## config.mk

```make
export PLATFORM = sky130hd
export DESIGN_NAME = bfsp_back
export DESIGN_NICKNAME = d
export VERILOG_FILES = /design/src/rtl/core/bfsp_pkg.sv /design/src/rtl/core/bfsp_back.sv
export SDC_FILE = /design/constraint.sdc
export NUM_CORES = 2
export LEC_CHECK = 0
export ABC_AREA = 1
export BUFFER_PORTS_ARGS = -buffer_cell sky130_fd_sc_hd__buf_2
export CORE_MARGIN = 2
export CORE_UTILIZATION = 35
export CTS_CLUSTER_DIAMETER = 100
export DETAILED_ROUTE_END_ITERATION = 12
export HOLD_SLACK_MARGIN = 0.12
export PLACE_DENSITY = 0.48
export REMOVE_ABC_BUFFERS = 1
export SYNTH_ARGS = -nofsm -noshare
export SYNTH_HDL_FRONTEND = slang
export SYNTH_SLANG_ARGS = --single-unit
```

## constraint.sdc

```tcl
create_clock -name clk -period 8.2 [get_ports clk]
set_input_delay 0.82 -clock clk [delete_from_list [all_inputs] [get_ports clk]]
set_output_delay 0.82 -clock clk [all_outputs]
set_load 0.01 [all_outputs]
```

## src/rtl/core/bfsp_pkg.sv

```systemverilog
// Shared types and codes for the shortest path core.
`timescale 1ns / 1ps
package bfsp_pkg;
  localparam int MAX_VERTICES = 64;
  localparam int MAX_EDGES    = 256;
  localparam logic [1:0] ST_ALL_REACHED = 2'd0;
  localparam logic [1:0] ST_UNREACHED   = 2'd1;
  localparam logic [1:0] ST_NEG_CYCLE   = 2'd2;
  localparam logic CFG_VERTEX_COUNT = 1'b0;
  localparam logic CFG_SOURCE       = 1'b1;
endpackage

```

## src/rtl/core/bfsp_back.sv

```systemverilog
// Back end: relaxation sequencer, distance memory and result register.
`timescale 1ns / 1ps
module bfsp_back import bfsp_pkg::*; #(
  parameter int VB = 6,
  parameter int EB = 8,
  parameter int CB = 9,
  parameter int WB = 16
) (
  input  logic          clk,
  input  logic          rst,
  input  logic [VB:0]   n_act,
  input  logic [VB-1:0] src,
  input  logic          job_valid,
  output logic          job_take,
  output logic          busy,
  input  logic [CB-1:0] job_count,
  input  logic          job_bad,
  output logic [EB-1:0] rd_addr,
  input  logic [2*VB+WB-1:0] rd_data,
  output logic [1:0]    status,
  output logic          bad_edge,
  output logic [CB-1:0] edges_used,
  output logic          out_valid,
  input  logic          out_ready
);
  localparam int NV = 1 << VB;
  typedef enum logic [2:0] {S_IDLE, S_CLR, S_FETCH, S_READ, S_APPLY, S_SCAN, S_DONE}
    state_t;
  state_t state;
  logic [31:0] dist_mem [NV];
  logic [NV-1:0] reached;
  logic [VB:0] pass, vi;
  logic [CB-1:0] k, cnt;
  logic check, bad;
  logic [VB-1:0] eu, ev;
  logic [WB-1:0] ew;
  logic [31:0] du, dv;
  logic ru, rv, inr;
  logic [33:0] sum;
  logic [31:0] sat;
  logic relax;

  assign {eu, ev, ew} = rd_data;
  assign rd_addr = k[EB-1:0];
  assign job_take = (state == S_IDLE) && job_valid && !out_valid;
  assign busy = (state != S_IDLE);
  assign sum = {{2{du[31]}}, du} + {{(34-WB){ew[WB-1]}}, ew};
  assign relax = inr && ru && (!rv || ($signed(sum) < $signed({{2{dv[31]}}, dv})));
  always_comb begin
    if (sum[33] && !sum[31]) sat = 32'h8000_0000;
    else if (!sum[33] && sum[31]) sat = 32'h7fff_ffff;
    else sat = sum[31:0];
  end

  always_ff @(posedge clk) begin
    if (rst) begin
      state <= S_IDLE;
      out_valid <= 1'b0;
      reached <= '0;
    end else begin
      if (out_valid && out_ready) out_valid <= 1'b0;
      case (state)
        S_IDLE: if (job_take) begin
          cnt <= job_count;
          bad <= job_bad;
          reached <= ({1'b0, src} < n_act) ? (NV'(1) << src) : '0;
          dist_mem[src] <= '0;
          pass <= '0;
          k <= '0;
          check <= 1'b0;
          state <= S_FETCH;
        end
        S_CLR: state <= S_FETCH;
        S_FETCH: begin
          if (k >= cnt) begin
            if (check || pass + 1'b1 >= n_act) begin
              if (check) begin
                vi <= '0;
                state <= S_SCAN;
              end else begin
                check <= 1'b1;
                k <= '0;
              end
            end else begin
              pass <= pass + 1'b1;
              k <= '0;
            end
          end else state <= S_READ;
        end
        S_READ: begin
          du <= dist_mem[eu];
          dv <= dist_mem[ev];
          ru <= reached[eu];
          rv <= reached[ev];
          inr <= ({1'b0, eu} < n_act) && ({1'b0, ev} < n_act);
          state <= S_APPLY;
        end
        S_APPLY: begin
          if (relax && check) begin
            status <= ST_NEG_CYCLE;
            state <= S_DONE;
          end else begin
            if (relax) begin
              dist_mem[ev] <= sat;
              reached[ev] <= 1'b1;
            end
            k <= k + 1'b1;
            state <= S_FETCH;
          end
        end
        S_SCAN: begin
          if (vi >= n_act) begin
            status <= ST_ALL_REACHED;
            state <= S_DONE;
          end else if (!reached[vi[VB-1:0]]) begin
            status <= ST_UNREACHED;
            state <= S_DONE;
          end else vi <= vi + 1'b1;
        end
        S_DONE: if (!out_valid) begin
          out_valid <= 1'b1;
          bad_edge <= bad;
          edges_used <= cnt;
          state <= S_IDLE;
        end
        default: state <= S_IDLE;
      endcase
    end
  end
endmodule
```

==> results_dict.tcl <==
set metrics [dict create \
    drcViolationCount 0 \
    holdCritPathClass "in2reg" \
    die_x_um 558.5 \
    postSynthAreaPerCell_um2 10.26 \
    ir_drop_v 0.0003010 \
    drt-pass1-iter-count 9 \
    max_slew_margin_pct 15.61 \
    portBuffers 77 \
    hp-start "rst" \
    ctsResizeCount 0 \
    ys_warn_count 0 \
    rows 203 \
    grt_pass1_vias 85680 \
    io_pins 78 \
    initial_core_util_pct 35.20 \
    drt_iter0_markers 13600 \
    setup_viol 0 \
    critPathLaunch "du[0]" \
    vias 90130 \
    fill_cells 29470 \
    area_delta_synth_final_pct 13.30 \
    layout-drive-gt1-share_pct 8.637 \
    cts_buffers 263 \
    ys.flop_type "edfxtp_1" \
    dieHeight_um 558.5 \
    crit_slowest_cell "nor2_4" \
    worstHoldPathCells 2 \
    crit_path_max_fanout 17 \
    r2r-start "du[0]" \
    cts_tree "built" \
    post_cts_buffers 0 \
    wl_um 477000 \
    synth_async_sr_flop_share_pct 0 \
    critPathKind "reg2reg" \
    synth_top_area_cell "edfxtp_1" \
    hold_buffers 11 \
    worst_pin_slew_ns 1.262 \
    cts-root-buf "clkbuf_16" \
    p_per_area_mw_per_mm2 228.5 \
    synth_cell_type_count 62 \
    fmax_mhz 151.7 \
    drt-vias-per-instance 6.161 \
    grt_overflow 0 \
    utilization_pct 39.88 \
    synth_top_area_share_pct 60.29 \
    yosysSeqAreaShare_pct 61.56 \
    ant_nets 0 \
    p_leak_uw 0.04336 \
    finalPower_uw 27860 \
    critPathMostFrequentCell "nand2_1" \
    fin_crit_ns 6.590 \
    place_congestion 0.9317 \
    r2r_cells 31 \
    synth_edf_count 2161 \
    place_inst 14160 \
    grt_max_degree 161 \
    core_mm2 0.3058 \
    antenna_found_initial 34 \
    syn_area_mm2 0.1076 \
    outcome "finished, final reports clean" \
    endpoint_kind "register" \
    hold_viol_final 0 \
    cp-start-kind "register" \
    dieArea_mm2 0.3120 \
    nets 10490 \
    synth.area.top_cells "edfxtp_1, o21ai_0, nor2_1" \
    post-route-period-util_pct 80.37 \
    cp_slowest_stage_delay_ns 0.70 \
    netlist_instances 10490 \
    cap_violations 0 \
    rsz0062_at_grt "false" \
    wl_per_cell_um 32.60 \
    clock_path_buffers 4 \
    htreeDepth 5 \
    arrival_ns 7.17 \
    instances_no_fill 14630 \
    dp_hpwl_um 288700 \
    ys_ff_latch 2229 \
    grt_pass1_wl_um 663800 \
    grt_usage_pct 29.73 \
    worstSkewPairLatency_ns 0.93 \
    cts_sinks 2229 \
    clk_pin_slew_ns 0.06 \
    drv_slew 0 \
    finClkSkew_ns 0.05692 \
    worst_ep_required_time_ns 8.78 \
]
## worst paths after layout
kind	endpoint	slack, ns
hold / removal	out_valid	0.32
setup reg to reg	dist_mem[62][3]	1.61
setup / recovery	dist_mem[62][3]	1.61
hold reg to reg	bad_edge	0.44
## flip-flops by register name, summed over array words and instances (netlist names), 2 cells and up
name and cells:
reached 64, state 3, pass 7, vi 7, dist_mem 2048, edges_used 9
status 2, cnt 9, dv 32, k 9, du 32
## per-stage QoR
step	setup TNS, ns	setup WS [ns]	area (µm²)	hold slack, ns
after floorplan	-483.04	-11.74	104300	0.4003
after global placement	0	0.9879	113600	0.4158
after detailed placement	0	1.086	113600	0.4187
after CTS	0	1.715	121900	0.2624
after global routing	0	1.261	121900	0.3183
final	0	1.610	121900	0.3182
## final cells by class
class                      instances  area [µm²]  share of cell area (%)
timing repair buffer             380        3457                   2.835
multi-input combinational       6846       36520                   29.95
antenna                            6       15.01                 0.01231
clock inverter                   127        1224                   1.003
tap                             4100        5130                   4.207
clock buffer                     329        6967                   5.713
sequential                      2229       66250                   54.33
inverter                         613        2381                   1.952
## synth_stat cells (all sizes together), types with 44 or more instances
cell,count
a21oi,568
a221oi,308
a22oi,278
buf,294
clkbuf,507
dfxtp,68
edfxtp,2161
ha,105
inv,605
nand2,1162
nand3,194
nand4,274
nor2,1508
nor3,44
o21ai,1720
o22ai,354
o2bb2ai,95
## report_power, final
| part | switching (µW) | total [µW] | internal [µW] |
|---|---|---|---|
| Clock | 4960 | 11500 | 6560 |
| Sequential | 133 | 12700 | 12600 |
| Combinational | 2710 | 3650 | 947 |
## logic make-up (layout without fill, tap and decap cells)
kind of cell    after synthesis  in the layout  share of synthesized area [%]
simple gates               3216           3216                          12.42
other cells                   0              6                              0
flops                      2229           2229                          61.56
buf+inv                    1414           1449                          5.278
compound gates             3488           3488                          19.21
xor+xnor                     36             36                         0.2929
fa+ha+maj                   106            106                          1.239
## layout by cell type, fill, tap and decap left out, types with 15 or more instances in the layout
cell type | synthesis | routed
o2bb2ai_1 | 95 | 95
ha_1 | 105 | 105
o21ai_0 | 1714 | 1714
nand2_2 | 21 | 22
a22oi_1 | 278 | 278
nor2_1 | 1499 | 1403
buf_4 | 19 | 236
o32ai_1 | 43 | 43
xor2_1 | 23 | 23
buf_2 | 191 | 71
clkinv_2 | 0 | 31
o22ai_1 | 354 | 354
buf_12 | 0 | 58
clkbuf_1 | 507 | 59
nand2_1 | 1141 | 1140
clkbuf_16 | 0 | 269
a211oi_1 | 16 | 16
dfxtp_1 | 68 | 68
edfxtp_1 | 2161 | 2161
a221oi_1 | 308 | 308
nor2_4 | 6 | 102
bufinv_16 | 0 | 16
inv_1 | 594 | 585
a22o_1 | 24 | 24
clkinv_1 | 8 | 57
nor3_1 | 42 | 33
a21oi_1 | 567 | 564
nand3_1 | 177 | 177
or2_1 | 16 | 16
o2111ai_1 | 15 | 15
nand4_1 | 273 | 273
## worst max-delay path: cells and delay by family, from the launching register on
family	cells	cell delay, ns
flip-flops	1	0.33
adder cells (fa/ha/maj)	3	0.91
buffers and inverters	6	0.80
AND/OR/NAND/NOR	20	3.61
AO/OA/AOI/OAI	2	0.50
## routing by layer
metal | vias to the layer above | part of all wire, % | track usage [%]
met5 | - | 0.010 | 0
met4 | 8 | 4.7 | 12.93
met3 | 970 | 11 | 7.024
met2 | 5966 | 43 | 44.82
met1 | 44890 | 41 | 40.68
li1 | 38290 | - | -
(Power assumes the default switching activity.)
